`src/design/dtdn_pkg.sv`:
```
// ----------------------------------------------------------------------------
// dtdn_pkg: shared types and constants
// Status codes, the parse record passed from the front end to the back end,
// and the month offset table of the day count.
// ----------------------------------------------------------------------------
`default_nettype none

package dtdn_pkg;

  localparam logic [2:0] ST_OK         = 3'd0;
  localparam logic [2:0] ST_FORMAT     = 3'd1;
  localparam logic [2:0] ST_DIGIT      = 3'd2;
  localparam logic [2:0] ST_MONTH      = 3'd3;
  localparam logic [2:0] ST_YEAR_EARLY = 3'd4;
  localparam logic [2:0] ST_DAY        = 3'd5;

  localparam logic [7:0] CHAR_TERM  = 8'h00;
  localparam logic [7:0] CHAR_DASH  = 8'h2D;
  localparam logic [7:0] CHAR_ZERO  = 8'h30;
  localparam logic [7:0] CHAR_NINE  = 8'h39;

  localparam logic [3:0] POS_DASH1  = 4'd2;
  localparam logic [3:0] POS_DASH2  = 4'd5;
  localparam logic [3:0] POS_LEN    = 4'd10;
  localparam logic [3:0] POS_SAT    = 4'd11;

  localparam logic [13:0] MIN_YEAR_RESET = 14'd1900;

  // floor(y / 100) = (y * DIV100_MUL) >> DIV100_SHIFT for any 14-bit y
  localparam logic [12:0] DIV100_MUL   = 13'd5243;
  localparam int          DIV100_SHIFT = 19;

  typedef struct packed {
    logic        fmt_bad;
    logic        dig_bad;
    logic [6:0]  day;
    logic [6:0]  month;
    logic [13:0] year;
  } entry_t;

  typedef struct packed {
    logic   valid;
    entry_t entry;
  } push_t;

  // (153 * (m - 3) + 2) / 5 with January and February as months 13 and 14
  function automatic logic [8:0] month_offset(input logic [3:0] m);
    logic [8:0] r;
    case (m)
      4'd1:    r = 9'd306;
      4'd2:    r = 9'd337;
      4'd3:    r = 9'd0;
      4'd4:    r = 9'd31;
      4'd5:    r = 9'd61;
      4'd6:    r = 9'd92;
      4'd7:    r = 9'd122;
      4'd8:    r = 9'd153;
      4'd9:    r = 9'd184;
      4'd10:   r = 9'd214;
      4'd11:   r = 9'd245;
      4'd12:   r = 9'd275;
      default: r = 9'd0;
    endcase
    return r;
  endfunction

endpackage

`default_nettype wire

```
`src/design/dtdn_char_if.sv`:
```
// ----------------------------------------------------------------------------
// dtdn_char_if: character input channel
// Valid/ready channel carrying one byte of the date string per beat.
// ----------------------------------------------------------------------------
`default_nettype none

interface dtdn_char_if;
  logic       valid;
  logic       ready;
  logic [7:0] text_char;

  modport source (output valid, output text_char, input ready);
  modport sink   (input valid, input text_char, output ready);
endinterface

`default_nettype wire

```
`src/design/dtdn_result_if.sv`:
```
// ----------------------------------------------------------------------------
// dtdn_result_if: result output channel
// Valid/ready channel carrying one parsed date and its day number per beat.
// ----------------------------------------------------------------------------
`default_nettype none

interface dtdn_result_if;
  logic        valid;
  logic        ready;
  logic [2:0]  status;
  logic [6:0]  day_value;
  logic [6:0]  month_value;
  logic [13:0] year_value;
  logic [21:0] day_number;

  modport source (output valid, output status, output day_value, output month_value,
                  output year_value, output day_number, input ready);
  modport sink   (input valid, input status, input day_value, input month_value,
                  input year_value, input day_number, output ready);
endinterface

`default_nettype wire

```
`src/design/dtdn_front.sv`:
```
// ----------------------------------------------------------------------------
// dtdn_front: character parser
// Tracks the position, checks dashes and digits, accumulates the fields and
// pushes one parse record on each terminator.
// ----------------------------------------------------------------------------
`default_nettype none

module dtdn_front (
  input  wire logic           clk,
  input  wire logic           rst,
  dtdn_char_if.sink           in_ch,
  input  wire logic           queue_full,
  output dtdn_pkg::push_t     push
);
  import dtdn_pkg::*;

  logic [3:0]  char_position;
  logic [6:0]  day_accum;
  logic [6:0]  month_accum;
  logic [13:0] year_accum;
  logic        format_error;
  logic        digit_error;

  logic [3:0]  char_position_next;
  logic [6:0]  day_accum_next;
  logic [6:0]  month_accum_next;
  logic [13:0] year_accum_next;
  logic        format_error_next;
  logic        digit_error_next;

  logic        accept;
  logic        is_term;
  logic [3:0]  digit;

  assign in_ch.ready = !queue_full;
  assign accept      = in_ch.valid && in_ch.ready;
  assign is_term     = (in_ch.text_char == CHAR_TERM);
  assign digit       = 4'(in_ch.text_char - CHAR_ZERO);

  always_comb begin
    char_position_next = char_position;
    day_accum_next     = day_accum;
    month_accum_next   = month_accum;
    year_accum_next    = year_accum;
    format_error_next  = format_error;
    digit_error_next   = digit_error;
    if (is_term) begin
      char_position_next = '0;
      day_accum_next     = '0;
      month_accum_next   = '0;
      year_accum_next    = '0;
      format_error_next  = 1'b0;
      digit_error_next   = 1'b0;
    end else begin
      if (char_position >= POS_LEN) begin
        format_error_next = 1'b1;
      end else if (char_position == POS_DASH1 || char_position == POS_DASH2) begin
        if (in_ch.text_char != CHAR_DASH) format_error_next = 1'b1;
      end else if (in_ch.text_char < CHAR_ZERO || in_ch.text_char > CHAR_NINE) begin
        digit_error_next = 1'b1;
      end else if (char_position < POS_DASH1) begin
        day_accum_next = 7'((11'(day_accum) * 11'd10) + 11'(digit));
      end else if (char_position < POS_DASH2) begin
        month_accum_next = 7'((11'(month_accum) * 11'd10) + 11'(digit));
      end else begin
        year_accum_next = 14'((18'(year_accum) * 18'd10) + 18'(digit));
      end
      if (char_position < POS_SAT) char_position_next = char_position + 4'd1;
    end
  end

  always_ff @(posedge clk) begin
    if (rst) begin
      char_position <= '0;
      day_accum     <= '0;
      month_accum   <= '0;
      year_accum    <= '0;
      format_error  <= 1'b0;
      digit_error   <= 1'b0;
    end else if (accept) begin
      char_position <= char_position_next;
      day_accum     <= day_accum_next;
      month_accum   <= month_accum_next;
      year_accum    <= year_accum_next;
      format_error  <= format_error_next;
      digit_error   <= digit_error_next;
    end
  end

  always_comb begin
    push.valid         = accept && is_term;
    push.entry.fmt_bad = (char_position != POS_LEN) || format_error;
    push.entry.dig_bad = digit_error;
    push.entry.day     = day_accum;
    push.entry.month   = month_accum;
    push.entry.year    = year_accum;
  end

endmodule

`default_nettype wire

```
`src/design/dtdn_queue.sv`:
```
// ----------------------------------------------------------------------------
// dtdn_queue: parse record queue
// Two-entry FIFO that decouples the parser from the day-count pipeline.
// ----------------------------------------------------------------------------
`default_nettype none

module dtdn_queue (
  input  wire logic            clk,
  input  wire logic            rst,
  input  wire dtdn_pkg::push_t push,
  input  wire logic            pop,
  output logic                 full,
  output logic                 not_empty,
  output dtdn_pkg::entry_t     head
);
  import dtdn_pkg::*;

  entry_t     slots [2];
  logic       wr_ptr;
  logic       rd_ptr;
  logic [1:0] count;
  logic       do_push;
  logic       do_pop;

  assign full      = (count == 2'd2);
  assign not_empty = (count != 2'd0);
  assign do_push   = push.valid && !full;
  assign do_pop    = pop && not_empty;
  assign head      = slots[rd_ptr];

  always_ff @(posedge clk) begin
    if (do_push) slots[wr_ptr] <= push.entry;
  end

  always_ff @(posedge clk) begin
    if (rst) begin
      wr_ptr <= 1'b0;
      rd_ptr <= 1'b0;
      count  <= '0;
    end else begin
      if (do_push) wr_ptr <= !wr_ptr;
      if (do_pop)  rd_ptr <= !rd_ptr;
      case ({do_push, do_pop})
        2'b10:   count <= count + 2'd1;
        2'b01:   count <= count - 2'd1;
        default: count <= count;
      endcase
    end
  end

endmodule

`default_nettype wire

```
`src/design/dtdn_back.sv`:
```
// ----------------------------------------------------------------------------
// dtdn_back: validation and day-count pipeline
// Three stages: divide by 100, range checks and leap year, day-count sum.
// The last stage is the output register.
// ----------------------------------------------------------------------------
`default_nettype none

module dtdn_back (
  input  wire logic             clk,
  input  wire logic             rst,
  input  wire logic             head_valid,
  input  wire dtdn_pkg::entry_t head,
  output logic                  pop,
  input  wire logic [13:0]      min_year,
  dtdn_result_if.source         out_ch
);
  import dtdn_pkg::*;

  function automatic logic [4:0] days_in_month(input logic [6:0] m, input logic leap);
    logic [4:0] r;
    case (m) inside
      7'd4, 7'd6, 7'd9, 7'd11: r = 5'd30;
      7'd2:                    r = leap ? 5'd29 : 5'd28;
      default:                 r = 5'd31;
    endcase
    return r;
  endfunction

  logic        advance;

  // stage 1
  logic        s1_valid;
  entry_t      s1_entry;
  logic [7:0]  s1_y100;
  logic        s1_year_low;
  logic        s1_month_bad;
  logic [26:0] y_prod;

  // stage 2
  logic        s2_valid;
  logic [2:0]  s2_status;
  logic [6:0]  s2_day;
  logic [6:0]  s2_month;
  logic [13:0] s2_year;
  logic [13:0] s2_ya;
  logic [7:0]  s2_ya100;
  logic        s2_zero;

  logic [13:0] r100;
  logic        leap;
  logic        early;
  logic [2:0]  status_c;

  // stage 3
  logic        s3_valid;
  logic [21:0] sum;

  assign advance = !s3_valid || out_ch.ready;
  assign pop     = advance && head_valid;
  assign y_prod  = 27'(head.year) * 27'(DIV100_MUL);

  always_ff @(posedge clk) begin
    if (rst) begin
      s1_valid <= 1'b0;
    end else if (advance) begin
      s1_valid <= head_valid;
    end
  end

  always_ff @(posedge clk) begin
    if (advance) begin
      s1_entry     <= head;
      s1_y100      <= y_prod[DIV100_SHIFT +: 8];
      s1_year_low  <= (head.year < min_year);
      s1_month_bad <= (head.month == 7'd0) || (head.month > 7'd12);
    end
  end

  always_comb begin
    r100  = s1_entry.year - 14'(s1_y100 * 14'd100);
    leap  = (r100 == 14'd0) ? (s1_y100[1:0] == 2'd0) : (s1_entry.year[1:0] == 2'd0);
    early = (s1_entry.month <= 7'd2);
    if (s1_entry.fmt_bad) begin
      status_c = ST_FORMAT;
    end else if (s1_entry.dig_bad) begin
      status_c = ST_DIGIT;
    end else if (s1_month_bad) begin
      status_c = ST_MONTH;
    end else if (s1_year_low) begin
      status_c = ST_YEAR_EARLY;
    end else if (s1_entry.day == 7'd0 ||
                 s1_entry.day > 7'(days_in_month(s1_entry.month, leap))) begin
      status_c = ST_DAY;
    end else begin
      status_c = ST_OK;
    end
  end

  always_ff @(posedge clk) begin
    if (rst) begin
      s2_valid <= 1'b0;
    end else if (advance) begin
      s2_valid <= s1_valid;
    end
  end

  always_ff @(posedge clk) begin
    if (advance) begin
      s2_status <= status_c;
      if (status_c == ST_FORMAT || status_c == ST_DIGIT) begin
        s2_day   <= '0;
        s2_month <= '0;
        s2_year  <= '0;
      end else begin
        s2_day   <= s1_entry.day;
        s2_month <= s1_entry.month;
        s2_year  <= s1_entry.year;
      end
      s2_ya    <= early ? s1_entry.year - 14'd1 : s1_entry.year;
      s2_ya100 <= (early && r100 == 14'd0) ? s1_y100 - 8'd1 : s1_y100;
      s2_zero  <= early && (s1_entry.year == 14'd0);
    end
  end

  assign sum = 22'(s2_ya) * 22'd365 + 22'(s2_ya >> 2) - 22'(s2_ya100)
             + 22'(s2_ya100 >> 2) + 22'(month_offset(s2_month[3:0])) + 22'(s2_day);

  always_ff @(posedge clk) begin
    if (rst) begin
      s3_valid <= 1'b0;
    end else if (advance) begin
      s3_valid <= s2_valid;
    end
  end

  always_ff @(posedge clk) begin
    if (advance) begin
      out_ch.status      <= s2_status;
      out_ch.day_value   <= s2_day;
      out_ch.month_value <= s2_month;
      out_ch.year_value  <= s2_year;
      out_ch.day_number  <= (s2_status == ST_OK && !s2_zero) ? sum : 22'd0;
    end
  end

  assign out_ch.valid = s3_valid;

endmodule

`default_nettype wire

```
`src/design/date_text_to_day_number_core.sv`:
```
// Path: a terminator beat is written to the queue when it is accepted, then goes
//   through the divide stage, check stage and sum stage into the output register.
// Throughput: one character per cycle; the parser takes a beat every cycle while
//   the two-entry record queue has room, set by the three-stage back pipeline.
// Reset: synchronous, active high; clears the parser, the queue and all stage
//   valids, and loads min_year with 1900.
// ----------------------------------------------------------------------------
// date_text_to_day_number_core: DD-MM-YYYY text to Gregorian day number
// Parses a zero-terminated date string one byte per beat and returns a status,
// the parsed fields and the serial day count on each terminator.
// ----------------------------------------------------------------------------
`default_nettype none

module date_text_to_day_number_core (
  input  wire logic        clk,
  input  wire logic        rst,
  input  wire logic        cfg_wr_en,
  input  wire logic [13:0] cfg_wr_data,
  dtdn_char_if.sink        in_ch,
  dtdn_result_if.source    out_ch
);
  import dtdn_pkg::*;

  // Earliest accepted year; the user must write it only while the block is idle, which the block does not enforce.
  logic [13:0] min_year;

  push_t  push;
  entry_t head;
  logic   queue_full;
  logic   queue_not_empty;
  logic   pop;

  always_ff @(posedge clk) begin
    if (rst) begin
      min_year <= MIN_YEAR_RESET;
    end else if (cfg_wr_en) begin
      min_year <= cfg_wr_data;
    end
  end

  // Front: take one character per beat, hold position and digit accumulators,
  // push a record on the terminator and clear for the next string.
  dtdn_front u_front (
    .clk        (clk),
    .rst        (rst),
    .in_ch      (in_ch),
    .queue_full (queue_full),
    .push       (push)
  );

  // Queue: hold up to two finished records so the parser keeps running while
  // the output side stalls, until both slots are full.
  dtdn_queue u_queue (
    .clk       (clk),
    .rst       (rst),
    .push      (push),
    .pop       (pop),
    .full      (queue_full),
    .not_empty (queue_not_empty),
    .head      (head)
  );

  // Back: classify the record, then compute the day count. The whole pipe
  // advances whenever the output register is empty or being drained.
  dtdn_back u_back (
    .clk        (clk),
    .rst        (rst),
    .head_valid (queue_not_empty),
    .head       (head),
    .pop        (pop),
    .min_year   (min_year),
    .out_ch     (out_ch)
  );

  // A rejected date never carries a day count.
  a_bad_no_count: assert property (@(posedge clk) disable iff (rst)
    out_ch.valid && (out_ch.status != ST_OK) |-> (out_ch.day_number == 22'd0))
    else $error("day_number nonzero on a rejected date");

  // Format and digit failures report no parsed fields.
  a_malformed_zero: assert property (@(posedge clk) disable iff (rst)
    out_ch.valid && (out_ch.status == ST_FORMAT || out_ch.status == ST_DIGIT)
    |-> (out_ch.day_value == 7'd0 && out_ch.month_value == 7'd0 &&
         out_ch.year_value == 14'd0))
    else $error("fields not cleared on a malformed date");

  // An accepted date has a month in range, a year at or above the limit and a nonzero day.
  a_ok_in_range: assert property (@(posedge clk) disable iff (rst)
    out_ch.valid && (out_ch.status == ST_OK)
    |-> (out_ch.month_value != 7'd0 && out_ch.month_value <= 7'd12 &&
         out_ch.year_value >= min_year && out_ch.day_value != 7'd0))
    else $error("ok status on an out-of-range date");

endmodule

`default_nettype wire

```
`src/flat_wrapper.sv`:
```
// flat-port wrapper written by rule: the top's interface ports become plain ports
module date_text_to_day_number_core_flat import dtdn_pkg::*;
  (clk, rst, cfg_wr_en, cfg_wr_data, in_ch_valid, in_ch_text_char, in_ch_ready, out_ch_valid, out_ch_status, out_ch_day_value, out_ch_month_value, out_ch_year_value, out_ch_day_number, out_ch_ready);
  dtdn_char_if in_ch_i ();
  dtdn_result_if out_ch_i ();
  input  wire logic clk;
  input  wire logic rst;
  input  wire logic cfg_wr_en;
  input  wire logic [13:0] cfg_wr_data;
  input wire logic [$bits(in_ch_i.valid)-1:0] in_ch_valid;
  input wire logic [$bits(in_ch_i.text_char)-1:0] in_ch_text_char;
  output wire logic [$bits(in_ch_i.ready)-1:0] in_ch_ready;
  output wire logic [$bits(out_ch_i.valid)-1:0] out_ch_valid;
  output wire logic [$bits(out_ch_i.status)-1:0] out_ch_status;
  output wire logic [$bits(out_ch_i.day_value)-1:0] out_ch_day_value;
  output wire logic [$bits(out_ch_i.month_value)-1:0] out_ch_month_value;
  output wire logic [$bits(out_ch_i.year_value)-1:0] out_ch_year_value;
  output wire logic [$bits(out_ch_i.day_number)-1:0] out_ch_day_number;
  input wire logic [$bits(out_ch_i.ready)-1:0] out_ch_ready;
  assign in_ch_i.valid = in_ch_valid;
  assign in_ch_i.text_char = in_ch_text_char;
  assign in_ch_ready = in_ch_i.ready;
  assign out_ch_valid = out_ch_i.valid;
  assign out_ch_status = out_ch_i.status;
  assign out_ch_day_value = out_ch_i.day_value;
  assign out_ch_month_value = out_ch_i.month_value;
  assign out_ch_year_value = out_ch_i.year_value;
  assign out_ch_day_number = out_ch_i.day_number;
  assign out_ch_i.ready = out_ch_ready;
  date_text_to_day_number_core u_core (.clk(clk), .rst(rst), .cfg_wr_en(cfg_wr_en), .cfg_wr_data(cfg_wr_data), .in_ch(in_ch_i), .out_ch(out_ch_i));
endmodule
```
`config.mk`:
```
export PLATFORM = sky130hd
export DESIGN_NAME = date_text_to_day_number_core_flat
export DESIGN_NICKNAME = d
export VERILOG_FILES = /design/src/design/dtdn_pkg.sv /design/src/design/dtdn_char_if.sv /design/src/design/dtdn_result_if.sv /design/src/design/dtdn_front.sv /design/src/design/dtdn_queue.sv /design/src/design/dtdn_back.sv /design/src/design/date_text_to_day_number_core.sv /design/src/flat_wrapper.sv
export SDC_FILE = /design/constraint.sdc
export NUM_CORES = 1
export LEC_CHECK = 0
export BUFFER_PORTS_ARGS = -buffer_cell sky130_fd_sc_hd__clkbuf_2
export CORE_MARGIN = 2
export CORE_UTILIZATION = 55
export DETAILED_ROUTE_END_ITERATION = 16
export PLACE_DENSITY_LB_ADDON = 0.2
export SETUP_SLACK_MARGIN = 0.05
export SLEW_MARGIN = 20
export SYNTH_ARGS = -nofsm -noshare
export SYNTH_HDL_FRONTEND = slang
export SYNTH_HIERARCHICAL = 1
export SYNTH_SLANG_ARGS = --single-unit
```
`constraint.sdc`:
```
create_clock -name clk -period 5.6 [get_ports clk]
set_clock_uncertainty 0.05 [all_clocks]
set_input_delay 0.28 -clock clk [delete_from_list [all_inputs] [get_ports clk]]
set_output_delay 0.28 -clock clk [all_outputs]
set_load 0.05 [all_outputs]
```
==> results of run 1 <==
## cell families after synthesis
| family | Yosys count | share of synthesized area |
|---|---|---|
| mux | 48 | 0.0258 |
| flops | 272 | 0.364 |
| buf+inv | 344 | 0.0648 |
| compound gates | 224 | 0.0783 |
| simple gates | 331 | 0.0837 |
| xor+xnor | 91 | 0.0393 |
| fa+ha+maj | 468 | 0.344 |
## registers in the layout (all words and copies together), names as in the netlist, 2 cells and up, named ones only
register,cells
u_core/min_year,14
u_core/u_queue/count,2
u_core/u_back/s2_ya100,8
u_core/u_back/s2_status,3
u_core/u_back/s2_month,7
u_core/u_back/s1_y100,8
u_core/u_back/out_ch.year_value,14
u_core/u_back/s2_year,14
u_core/u_back/s1_entry,30
u_core/u_front/day_accum,7
u_core/u_queue/slots,60
u_core/u_back/out_ch.status,3
u_core/u_back/out_ch.day_value,7
u_core/u_front/year_accum,14
u_core/u_front/char_position,4
u_core/u_back/out_ch.day_number,22
u_core/u_front/month_accum,7
u_core/u_back/s2_day,7
u_core/u_back/s2_ya,14
u_core/u_back/out_ch.month_value,7
## tightest hold or removal path, stage by stage
cell                       delay, ps
sky130_fd_sc_hd__clkbuf_2         80
sky130_fd_sc_hd__nor2b_1         110
sky130_fd_sc_hd__nand2_1         100
sky130_fd_sc_hd__a21oi_1          50
## layout make-up
cell class                      instances  share of cell area
Timing Repair Buffer                  222              0.0632
Sequential cell                       272               0.310
Clock buffer                           36              0.0327
Multi-Input combinational cell       1162               0.512
Tap cell                              468              0.0241
Inverter                              318              0.0494
Clock inverter                         20             0.00825
## Yosys cell counts (all sizes together), types with 5 or more instances
library cell  instances  area [um^2]
a211o                10         90.1
a31oi                10          108
clkbuf               15         56.3
or3                   6         37.5
nor3b                 5         37.5
nand2                54          203
xor2                 29          254
nor3                 29          160
o21ai                37          189
and3                  9         56.3
dfxtp                65         1300
a21o                 28          211
xnor2                61          534
mux2                 31          349
and2                 33          206
edfxtp              207         6220
buf                  11         87.6
mux2i                16          160
o211ai                8         65.1
nand2b               12         77.6
nor4                  9         71.3
a21oi                58          302
nor2                 98          370
nand3                24          120
nor2b                19          119
inv                 317         1190
nand4                10         62.6
ha                  303         3790
a22oi                20          150
fa                  165         3300
a211oi                8         60.1
o21a                  8         60.1
## power by group
| part | total [W] | leakage [nW] | switching [W] | internal, W |
|---|---|---|---|---|
| Combinational | 0.000405 | 8.20 | 0.000211 | 0.000194 |
| Sequential | 0.00217 | 2.81 | 0.0000122 | 0.00216 |
| Clock | 0.00197 | 0.489 | 0.000816 | 0.00115 |
## worst max path at each step
stage,cells past startpoint,end,start
2_1_floorplan,17,u_core/u_back/out_ch.day_number[21]$_SDFFCE_PN0N_,u_core/u_back/s2_ya[5]$_DFFE_PN_
3_3_place_gp,17,u_core/u_back/out_ch.day_number[20]$_SDFFCE_PN0N_,u_core/u_back/s2_ya[4]$_DFFE_PN_
3_5_place_dp,17,u_core/u_back/out_ch.day_number[20]$_SDFFCE_PN0N_,u_core/u_back/s2_ya[4]$_DFFE_PN_
4_1_cts,21,u_core/u_back/s1_y100[6]$_DFFE_PN_,register
5_1_grt,16,u_core/u_back/out_ch.day_number[20]$_SDFFCE_PN0N_,u_core/u_back/s2_ya[6]$_DFFE_PN_
6_report,16,u_core/u_back/out_ch.day_number[20]$_SDFFCE_PN0N_,u_core/u_back/s2_ya[6]$_DFFE_PN_
## what timing repair did
item | 4_1_cts | 5_1_grt
gates cloned | 0 | 0
hold buffers | 15 | 0
pin swaps | 11 | 79
gates resized for setup | 38 | 76
setup buffers | 5 | 11
endpoints found under the setup margin | 10 | 16
hold endpoints to repair | 17 | 0
## routing by layer
metal	GRT usage	wire length [um]
met2	0.406	22000
met1	0.286	18400
met3	0.0252	1330
met5	0	0
met4	0.0629	1210
## per-stage QoR
step | hold WS, ps | setup TNS, ps
2_1_floorplan | 299 | 0
3_3_place_gp | 352 | -422
3_5_place_dp | 355 | -711
4_1_cts | 19.3 | 0
5_1_grt | 61.1 | -501
6_report | 39.3 | 0
==> flow_metrics.py, run 1 <==
metrics = {
    "run_status": {
        "status": "finished, final reports clean",
    },
    "clock_network": {
        "cts_sinks": 272,
        "cts-root-to-sink-buffers": 3,
        "clk-insertion-delay-late_ps": 580,
        "htree_num_levels": 1,
        "root_buffer": "sky130_fd_sc_hd__clkbuf_16",
        "worst_setup_hold_path_clk_slew_ps": 60,
        "clock_tree_from_tritoncts": "done",
        "cts-buffers-inserted": 30,
    },
    "synth": {
        "postSynthCellCount": 1778,
        "synth_ff_type": "sky130_fd_sc_hd__edfxtp_1",
        "synthesis.area_mm2": 0.0206,
        "postSynthAreaPerCell_um2": 11.6,
        "yosysWarningCount": 6,
        "syn-num-nets": 2273,
        "synth-edff-count": 207,
        "ys_seq_area_frac": 0.364,
        "synth-async-reset-ratio": 0,
        "synth_seq_cells": 272,
        "synth_cell_types": 87,
    },
    "layout": {
        "final_core_util": 0.660,
        "final-seq-area_mm2": 0.00752,
        "final_nets": 2501,
        "final_layout_size_suffix_gt1_frac": 0.200,
        "n_antenna_cell": 0,
        "layout_commonest_cell": "sky130_fd_sc_hd__inv_1",
        "fill_cells": 2830,
        "layout_common_cells": "sky130_fd_sc_hd__inv_1 (309), sky130_fd_sc_hd__ha_1 (273), sky130_fd_sc_hd__edfxtp_1 (207)",
        "area_delta_synth_final_pct": 17.6,
        "final-instance-count-excl-fill": 2498,
        "multiInputGateArea_mm2": 0.0124,
        "layout.cell_area.non_filler_mm2": 0.0243,
    },
    "sta": {
        "layout_worst_path_cycle_share": 0.997,
        "timing.slew.headroom": 0.312,
        "finalHoldViolCount": 0,
        "setup_viol": 0,
        "max_freq_mhz": 179,
        "worst_slew_pin_slew_ps": 1020,
        "fin_crit_ps": 5580,
        "slew_viol_final": 0,
        "final_ws_setup_ps": 16.2,
        "rsz0062_at_grt": "yes",
    },
    "placed_design": {
        "finalWeightedCongestion": 0.896,
        "dp.cells": 2411,
        "io_buf_count": 81,
        "post-dp-hpwl_um": 33500,
        "dp_worst_setup_slack_ps": -189,
        "detailed_place.area_mm2": 0.0223,
    },
    "die": {
        "floorplan.initialDensity": 0.561,
        "dieArea_mm2": 0.0391,
        "fp.coreArea_mm2": 0.0368,
        "std_cell_rows": 70,
        "vert_die_dim_um": 198,
        "top_level_ports": 82,
        "floorplan.die.width_um": 198,
    },
    "power_and_ir_drop": {
        "leakagePower_nw": 11.5,
        "max-vdd-ir-drop_mv": 0.222,
        "power.density_mw_per_mm2": 187,
        "fin_total_pwr_w": 0.00454,
    },
    "global_routing": {
        "number_of_global_route_vias_before_repair": 13800,
        "maximum_number_of_pins_on_one_net_before_global_route_repair": 80,
        "global_route_wire_length_before_repair_um": 69300,
        "globalRouteTotalUtil": 0.225,
        "grt.overflow.total": 0,
        "antenna_found_initial": 0,
    },
    "flow_run": {
        "max-cap-violations": 0,
    },
    "setup_path": {
        "worstPathCellList": "fa_2 -> fa_1 -> inv_2 -> fa_1 -> inv_2 -> fa_1 -> fa_1 -> fa_2 -> ha_4 -> a2111o_1 -> o2111ai_2 -> a21oi_2 -> o2111ai_2 -> a21oi_2 -> nor4_2 -> nor3_2",
        "start_kind": "register",
        "critPathCaptureType": "register",
        "crit_path_max_fanout": 7,
        "timing.rr.start": "u_core/u_back/s2_ya[6]$_DFFE_PN_",
        "kind_of_cell_with_the_highest_combined_delay_on_the_critical_path": "adder cells",
        "max_stage_delay_ps": 550,
        "critical_setup_path_kind": "reg -> reg",
        "worst-endpoint-arrival_ps": 5830,
        "ff2ff_path_depth": 16,
        "timing.critical_path.buf_inv": 2,
        "wp_data_required_ps": 5850,
        "critical_path.slowest_cell": "sky130_fd_sc_hd__edfxtp_1",
        "reg2reg_slack_ps": 20,
        "r2r_end": "u_core/u_back/out_ch.day_number[20]$_SDFFCE_PN0N_",
        "timing.critical_path.mode_cell": "sky130_fd_sc_hd__fa_1",
    },
    "drt": {
        "routed_antenna_nets": 0,
        "route.detailed.vias_per_inst": 5.35,
        "routed_len_inst_um": 17.2,
        "detail_route.iter0.violations": 576,
        "drc": 0,
        "via_count": 13400,
        "drt-total-wl_um": 43000,
        "drt_first_pass_iters": 5,
    },
    "worst_hold_path": {
        "min_delay_endpoint": "u_core/u_back/s2_valid$_SDFFE_PP0N_",
        "hold_path_startpoint": "out_ch_ready",
        "min-delay-path-class": "in -> reg",
        "whs_path_depth": 4,
    },
}
Power figures use the tool's default switching activity.
==> inputs of run 2 (changes only) <==
--- a/config.mk
+++ b/config.mk
@@ -5,6 +5,7 @@
 export SDC_FILE = /design/constraint.sdc
 export NUM_CORES = 1
 export LEC_CHECK = 0
+export ABC_AREA = 1
 export BUFFER_PORTS_ARGS = -buffer_cell sky130_fd_sc_hd__clkbuf_2
 export CORE_MARGIN = 2
 export CORE_UTILIZATION = 55
==> constraint.sdc (replaced) <==
create_clock -name clk -period 5.6 [get_ports clk]
set_clock_uncertainty 0.05 [all_clocks]
set_input_delay 0.56 -clock clk [delete_from_list [all_inputs] [get_ports clk]]
set_output_delay 0.56 -clock clk [all_outputs]
set_load 0.05 [all_outputs]
==> run 2 against run 1 <==
Compared with the run above:
- final cell count increased by 15%
- register-to-register slack improved by 350 ps
- non-clock buffer count is 117 lower
- global-route usage decreased by 0.089 points
- combinational power rose by 60%
- core utilization down 4.3 points
- largest power group unchanged
- sequential power is essentially flat
- setup slack better by 350 ps
==> flow_metrics.py, run 2 <==
metrics = {
    "die": {
        "floorplan.initialDensity": 0.560,
        "std_cell_rows": 72,
        "top_level_ports": 82,
        "floorplan.die.width_um": 203,
        "vert_die_dim_um": 203,
        "fp.coreArea_mm2": 0.0389,
        "dieArea_mm2": 0.0413,
    },
    "clock_network": {
        "cts-buffers-inserted": 29,
        "htree_num_levels": 1,
        "clock_tree_from_tritoncts": "done",
        "cts-root-to-sink-buffers": 3,
        "worst_setup_hold_path_clk_slew_ps": 60,
        "cts_sinks": 272,
        "cts-hold-fix-buffers": 0,
        "root_buffer": "sky130_fd_sc_hd__clkbuf_16",
        "clk-insertion-delay-late_ps": 590,
    },
    "flow_run": {
        "max-cap-violations": 0,
    },
    "synth": {
        "postSynthCellCount": 2206,
        "synth_area_leaders": "sky130_fd_sc_hd__edfxtp_1 (29%), sky130_fd_sc_hd__ha_1 (17%), sky130_fd_sc_hd__fa_1 (15%)",
        "synth_ff_type": "sky130_fd_sc_hd__edfxtp_1",
        "ys_seq_area_frac": 0.345,
        "synth-edff-count": 207,
        "synth.top_cell.area_share": 0.285,
        "postSynthAreaPerCell_um2": 9.88,
        "yosysWarningCount": 6,
        "synth_seq_cells": 272,
        "synth.largest_area_cell": "sky130_fd_sc_hd__edfxtp_1",
        "synthesis.area_mm2": 0.0218,
        "synth-async-reset-ratio": 0,
        "synth_cell_types": 58,
        "post-synth-top-count-cell": "sky130_fd_sc_hd__inv_1",
        "most_instantiated_cells_after_synthesis": "sky130_fd_sc_hd__inv_1 (463), sky130_fd_sc_hd__nand2_1 (329), sky130_fd_sc_hd__ha_1 (303), sky130_fd_sc_hd__edfxtp_1 (207), sky130_fd_sc_hd__fa_1 (165)",
        "syn-num-nets": 2701,
    },
    "layout": {
        "final_layout_size_suffix_gt1_frac": 0.122,
        "largest_register_ffs": 60,
        "layout_commonest_cell": "sky130_fd_sc_hd__inv_1",
        "n_antenna_cell": 0,
        "fill_cells": 3189,
        "final_nets": 2820,
        "registers.top_by_ff_count": "u_core/u_queue/slots",
        "final-seq-area_mm2": 0.00752,
        "area_delta_synth_final_pct": 10.0,
        "final-instance-count-excl-fill": 2865,
        "multiInputGateArea_mm2": 0.0124,
        "layout_common_cells": "sky130_fd_sc_hd__inv_1 (460), sky130_fd_sc_hd__nand2_1 (329), sky130_fd_sc_hd__ha_1 (301)",
        "largest_registers": "u_core/u_queue/slots: 60 flops, u_core/u_back/s1_entry: 30 flops, u_core/u_back/out_ch.day_number: 22 flops",
    },
    "worst_hold_path": {
        "whs_path_depth": 3,
        "min-delay-path-class": "in -> reg",
        "hold_path_startpoint": "cfg_wr_data[3]",
    },
    "sta": {
        "max_freq_mhz": 191,
        "timing.slew.headroom": 0.437,
        "slew_viol_final": 0,
        "layout_worst_path_cycle_share": 0.935,
        "finalHoldViolCount": 0,
        "setup_viol": 0,
        "worst_slew_pin_slew_ps": 844,
        "fin_crit_ps": 5240,
        "rsz0062_at_grt": "yes",
        "tns_ps": 0,
    },
    "setup_path": {
        "timing.critical_path.mode_cell": "sky130_fd_sc_hd__inv_1",
        "start_kind": "register",
        "worstSetupStartpoint": "u_core/u_back/s2_ya[4]$_DFFE_PN_",
        "timing.rr.start": "u_core/u_back/s2_ya[4]$_DFFE_PN_",
        "crit_path_max_fanout": 7,
        "ff2ff_path_depth": 22,
        "critPathCaptureType": "register",
        "max_stage_delay_ps": 550,
        "critical_path.slowest_cell": "sky130_fd_sc_hd__fa_1",
        "worstPathCellList": "buf_4 -> inv_1 -> ha_1 -> inv_1 -> fa_1 -> fa_1 -> inv_1 -> fa_1 -> inv_1 -> fa_1 -> ha_1 -> ha_1 -> a21oi_1 -> inv_1 -> nor2_1 -> inv_1 -> a21oi_1 -> o21ai_0 -> nand2_1 -> o211ai_1 -> nor2_1 -> nor2_1",
        "wp_data_required_ps": 5900,
        "critical_setup_path_kind": "reg -> reg",
        "worst-endpoint-arrival_ps": 5530,
    },
    "global_routing": {
        "grt.overflow.total": 0,
        "global_route_wire_length_before_repair_um": 74300,
        "globalRouteTotalUtil": 0.224,
        "number_of_global_route_vias_before_repair": 15000,
        "maximum_number_of_pins_on_one_net_before_global_route_repair": 100,
        "antenna_found_initial": 0,
    },
    "placed_design": {
        "finalWeightedCongestion": 0.894,
        "io_buf_count": 81,
        "dp.cells": 2800,
        "post-dp-hpwl_um": 36100,
    },
    "power_and_ir_drop": {
        "leakagePower_nw": 11.9,
        "power.density_mw_per_mm2": 202,
        "max-vdd-ir-drop_mv": 0.256,
    },
    "drt": {
        "routed_antenna_nets": 0,
        "routed_len_inst_um": 15.6,
        "drt_first_pass_iters": 5,
        "route.detailed.vias_per_inst": 5.13,
        "drc": 0,
        "via_count": 14700,
        "drt-total-wl_um": 44600,
        "detail_route.iter0.violations": 723,
    },
    "run_status": {
        "status": "finished, final reports clean",
    },
}
run 2: cell count changes after synthesis, moves of 22 or more:
cell	before	now
sky130_fd_sc_hd__a21o_1	27	5
sky130_fd_sc_hd__nand3_1	24	71
sky130_fd_sc_hd__nor2_1	97	141
sky130_fd_sc_hd__nand2_1	54	329
sky130_fd_sc_hd__mux2_4	0	30
sky130_fd_sc_hd__xnor2_1	61	20
sky130_fd_sc_hd__mux2_2	31	0
sky130_fd_sc_hd__inv_1	316	463
sky130_fd_sc_hd__a21oi_1	55	123
sky130_fd_sc_hd__and2_1	33	0
run 2: per-stage QoR:
step | util | hold slack (ps) | cell area [um^2] | setup slack (ps) | total power (W)
3_3_place_gp | 0.587 | 352 | 22800 | 293 | 0.00283
5_1_grt | 0.617 | 141 | 24000 | 4.11 | 0.00509
2_1_floorplan | - | 350 | 21800 | 432 | 0.00270
6_report | 0.617 | 143 | 24000 | 364 | 0.00486
3_5_place_dp | 0.587 | 356 | 22800 | 217 | 0.00284
4_1_cts | 0.613 | 123 | 23900 | 193 | 0.00488
run 2: critical path: cells and delay by family, from the launching register on:
family	cells	cell delay, ps
buffers and inverters	7	620
adder cells (fa/ha/maj)	7	2940
AND/OR/NAND/NOR	4	360
AO/OA/AOI/OAI	4	590
flip-flops	1	450
run 2: worst paths after layout:
path                            slack, ps                                                end
worst max-delay path                  360  u_core/u_back/out_ch.day_number[18]$_SDFFCE_PN0N_
worst min-delay path                  140                    u_core/min_year[3]$_SDFFE_PP1P_
worst max register to register        360  u_core/u_back/out_ch.day_number[18]$_SDFFCE_PN0N_
worst min register to register        370      u_core/u_back/out_ch.year_value[11]$_DFFE_PN_
run 2: cell families (layout without fill, tap and decap cells):
logic type                 after synthesis  after routing  share of synthesized area
DFF                                    272            272                      0.345
adders and majority gates              468            468                      0.325
muxes                                   30             30                     0.0207
AOI/OAI and AO/OA                      244            244                     0.0645
xor gates and xnor gates                51             51                     0.0205
and+or+nand+nor                        639            639                      0.134
buffers and inverters                  502            643                     0.0904
run 2: final cells by class:
cell class	count	area share
Clock buffer	34	0.0319
Clock inverter	19	0.0106
Inverter	485	0.0767
Multi-Input combinational cell	1432	0.516
Sequential cell	272	0.313
Tap cell	518	0.0270
Timing Repair Buffer	105	0.0249
run 2: metal layers:
metal / up-vias / wire length [um] / track usage
li1: 7381 / - / -
met5: - / 0 / 0
met3: 63 / 1740 / 0.0236
met4: 0 / 1150 / 0.0605
met2: 249 / 21600 / 0.395
met1: 7016 / 20100 / 0.295
run 2: repair_timing:
action | CTS | global route
resized for setup | 0 | 14
setup buffers | 0 | 12
setup endpoints to repair | 0 | 8
run 2: where the power goes:
| part | switching (W) | internal [W] | total [W] |
|---|---|---|---|
| sequential | 0.0000149 | 0.00216 | 0.00218 |
| combinational | 0.000403 | 0.000247 | 0.000649 |
| clock | 0.000822 | 0.00121 | 0.00203 |
| total | 0.00124 | 0.00362 | 0.00486 |
==> inputs of run 3 (changes only) <==
--- a/config.mk
+++ b/config.mk
@@ -9,6 +9,7 @@
 export BUFFER_PORTS_ARGS = -buffer_cell sky130_fd_sc_hd__clkbuf_2
 export CORE_MARGIN = 2
 export CORE_UTILIZATION = 55
+export CTS_BUF_LIST = sky130_fd_sc_hd__clkbuf_4
 export DETAILED_ROUTE_END_ITERATION = 16
 export PLACE_DENSITY_LB_ADDON = 0.2
 export SETUP_SLACK_MARGIN = 0.05
==> run 3 against run 2 <==
Compared with the run above:
- setup slack improved by 18 ps
- clock power fell by 15%
- core utilization rose by 0.080 points
- sequential power is essentially flat
- combinational power is essentially flat
- via count is 2.6% higher
- critical path type unchanged
- largest cell class unchanged
- largest power group unchanged
==> flow_metrics.py, run 3 (same netlist as run 2, synthesis figures left out) <==
metrics = {
    "run_status": {
        "status": "finished, final reports clean",
    },
    "layout": {
        "layout.cell_area.non_filler_mm2": 0.0240,
        "largest_registers": "u_core/u_queue/slots: 60 flops, u_core/u_back/s1_entry: 30 flops, u_core/u_back/out_ch.day_number: 22 flops",
        "final_layout_size_suffix_gt1_frac": 0.144,
        "registers.top_by_ff_count": "u_core/u_queue/slots",
        "largest_register_ffs": 60,
        "final_nets": 2881,
        "final_core_util": 0.617,
        "layout_commonest_cell": "sky130_fd_sc_hd__inv_1",
        "layout_common_cells": "sky130_fd_sc_hd__inv_1 (461), sky130_fd_sc_hd__nand2_1 (329), sky130_fd_sc_hd__ha_1 (302)",
        "area_delta_synth_final_pct": 10.2,
        "fill_cells": 3198,
        "final-instance-count-excl-fill": 2959,
        "multiInputGateArea_mm2": 0.0123,
        "final-seq-area_mm2": 0.00752,
    },
    "die": {
        "dieArea_mm2": 0.0413,
        "floorplan.initialDensity": 0.560,
        "fp.coreArea_mm2": 0.0389,
        "std_cell_rows": 72,
        "vert_die_dim_um": 203,
        "top_level_ports": 82,
        "floorplan.die.width_um": 203,
    },
    "setup_path": {
        "critical_path.slowest_cell": "sky130_fd_sc_hd__fa_1",
        "critPathCaptureType": "register",
        "max_stage_delay_ps": 570,
        "crit_path_max_fanout": 6,
        "start_kind": "register",
        "timing.critical_path.buf_inv": 5,
        "worst-endpoint-arrival_ps": 5680,
        "wp_data_required_ps": 6060,
        "kind_of_cell_with_the_highest_combined_delay_on_the_critical_path": "adder cells",
        "worstSetupStartpoint": "u_core/u_back/s2_ya[4]$_DFFE_PN_",
        "worstPathCellList": "buf_4 -> fa_1 -> fa_1 -> inv_1 -> fa_1 -> inv_1 -> fa_1 -> fa_1 -> fa_1 -> ha_1 -> nand2_1 -> inv_1 -> a21oi_1 -> buf_4 -> o21ai_0 -> nand2_1 -> o211ai_1 -> nand2_1 -> nand2_1 -> nor2_1",
        "timing.critical_path.mode_cell": "sky130_fd_sc_hd__fa_1",
        "critical_setup_path_kind": "reg -> reg",
        "timing.rr.start": "u_core/u_back/s2_ya[4]$_DFFE_PN_",
    },
    "sta": {
        "rsz0062_at_grt": "yes",
        "finalHoldViolCount": 0,
        "tns_ps": 0,
        "max_freq_mhz": 192,
        "worst_slew_pin_slew_ps": 854,
        "setup_viol": 0,
        "fin_crit_ps": 5220,
        "layout_worst_path_cycle_share": 0.932,
        "slew_viol_final": 0,
        "timing.slew.headroom": 0.430,
        "tightest_hold_margin_ps": 74.8,
    },
    "clock_network": {
        "worst_setup_hold_path_clk_slew_ps": 70,
        "clk-insertion-delay-late_ps": 780,
        "clock_tree_from_tritoncts": "done",
        "cts-root-to-sink-buffers": 3,
        "cts_sinks": 272,
        "root_buffer": "sky130_fd_sc_hd__clkbuf_4",
        "cts-buffers-inserted": 72,
        "htree_num_levels": 3,
    },
    "global_routing": {
        "grt.overflow.total": 0,
        "global_route_wire_length_before_repair_um": 75900,
        "globalRouteTotalUtil": 0.231,
        "number_of_global_route_vias_before_repair": 15600,
        "antenna_found_initial": 2,
        "maximum_number_of_pins_on_one_net_before_global_route_repair": 100,
    },
    "flow_run": {
        "max-cap-violations": 0,
    },
    "power_and_ir_drop": {
        "power.density_mw_per_mm2": 189,
        "leakagePower_nw": 12.0,
        "max-vdd-ir-drop_mv": 0.117,
    },
    "drt": {
        "routed_len_inst_um": 15.3,
        "drt_first_pass_iters": 5,
        "route.detailed.vias_per_inst": 5.10,
        "via_count": 15100,
        "detail_route.iter0.violations": 700,
        "drt-total-wl_um": 45300,
        "drc": 0,
        "routed_antenna_nets": 0,
    },
    "placed_design": {
        "post-dp-hpwl_um": 36100,
        "dp.cells": 2800,
        "io_buf_count": 81,
        "finalWeightedCongestion": 0.894,
        "detailed_place.area_mm2": 0.0228,
    },
    "worst_hold_path": {
        "hold_path_startpoint": "cfg_wr_data[11]",
        "min-delay-path-class": "in -> reg",
    },
}
run 3: cell count changes in the layout (fill, tap and decap cells not counted), moves of 4 or more:
cell / previous run / this run
sky130_fd_sc_hd__clkbuf_4: 0 / 97
sky130_fd_sc_hd__clkinv_1: 3 / 15
sky130_fd_sc_hd__dlygate4sd3_1: 0 / 14
sky130_fd_sc_hd__clkbuf_16: 29 / 0
sky130_fd_sc_hd__clkinvlp_4: 5 / 1
sky130_fd_sc_hd__buf_4: 23 / 27
sky130_fd_sc_hd__clkinv_2: 5 / 10
sky130_fd_sc_hd__bufinv_16: 5 / 1
run 3: what timing repair did:
item	in CTS	in global routing
setup endpoints to repair	0	8
resized for setup	0	10
hold endpoints to repair	14	0
buffers inserted	0	16
hold buffers	14	0
run 3: final timing paths:
| path | cells past startpoint | slack [ps] | end |
|---|---|---|---|
| min | 5 | 70 | u_core/min_year[11]$_SDFFE_PP0P_ |
| max | 20 | 380 | u_core/u_back/out_ch.day_number[18]$_SDFFCE_PN0N_ |
| min reg2reg | 0 | 360 | u_core/u_back/out_ch.month_value[5]$_DFFE_PN_ |
| max reg2reg | 20 | 380 | u_core/u_back/out_ch.day_number[18]$_SDFFCE_PN0N_ |
run 3: layout make-up:
| cell class | count | area share |
|---|---|---|
| diodes | 3 | 0.000312 |
| multi-input cells | 1432 | 0.514 |
| clock buffers | 97 | 0.0303 |
| repair buffers | 123 | 0.0320 |
| clock inverters | 29 | 0.00693 |
| well taps | 518 | 0.0270 |
| flip-flops and latches | 272 | 0.313 |
| inverters | 485 | 0.0766 |
run 3: routing by layer:
layer  global-route usage  wire, um
met5                    0         0
met4               0.0714       935
met3               0.0392      1830
met2                0.402     22200
met1                0.294     20300
run 3: report_power, final:
group          internal (W)  switching [W]  total, W
clock network      0.000862       0.000861   0.00172
registers           0.00216      0.0000152   0.00218
logic              0.000249       0.000401  0.000650
run 3: worst register-to-register path: cells and delay by family, from the launching register on:
kind	cells	cell delay, ps
adder cells (fa/ha/maj)	7	3230
buffers and inverters	5	490
AO/OA/AOI/OAI	3	470
flip-flops	1	440
AND/OR/NAND/NOR	5	330
run 3: stage by stage:
stage | total power [W] | setup WS [ps]
5_1_grt | 0.00483 | -24.5
4_1_cts | 0.00460 | 227
3_5_place_dp | 0.00284 | 217
3_3_place_gp | 0.00283 | 293
2_1_floorplan | 0.00270 | 432
6_report | 0.00455 | 382
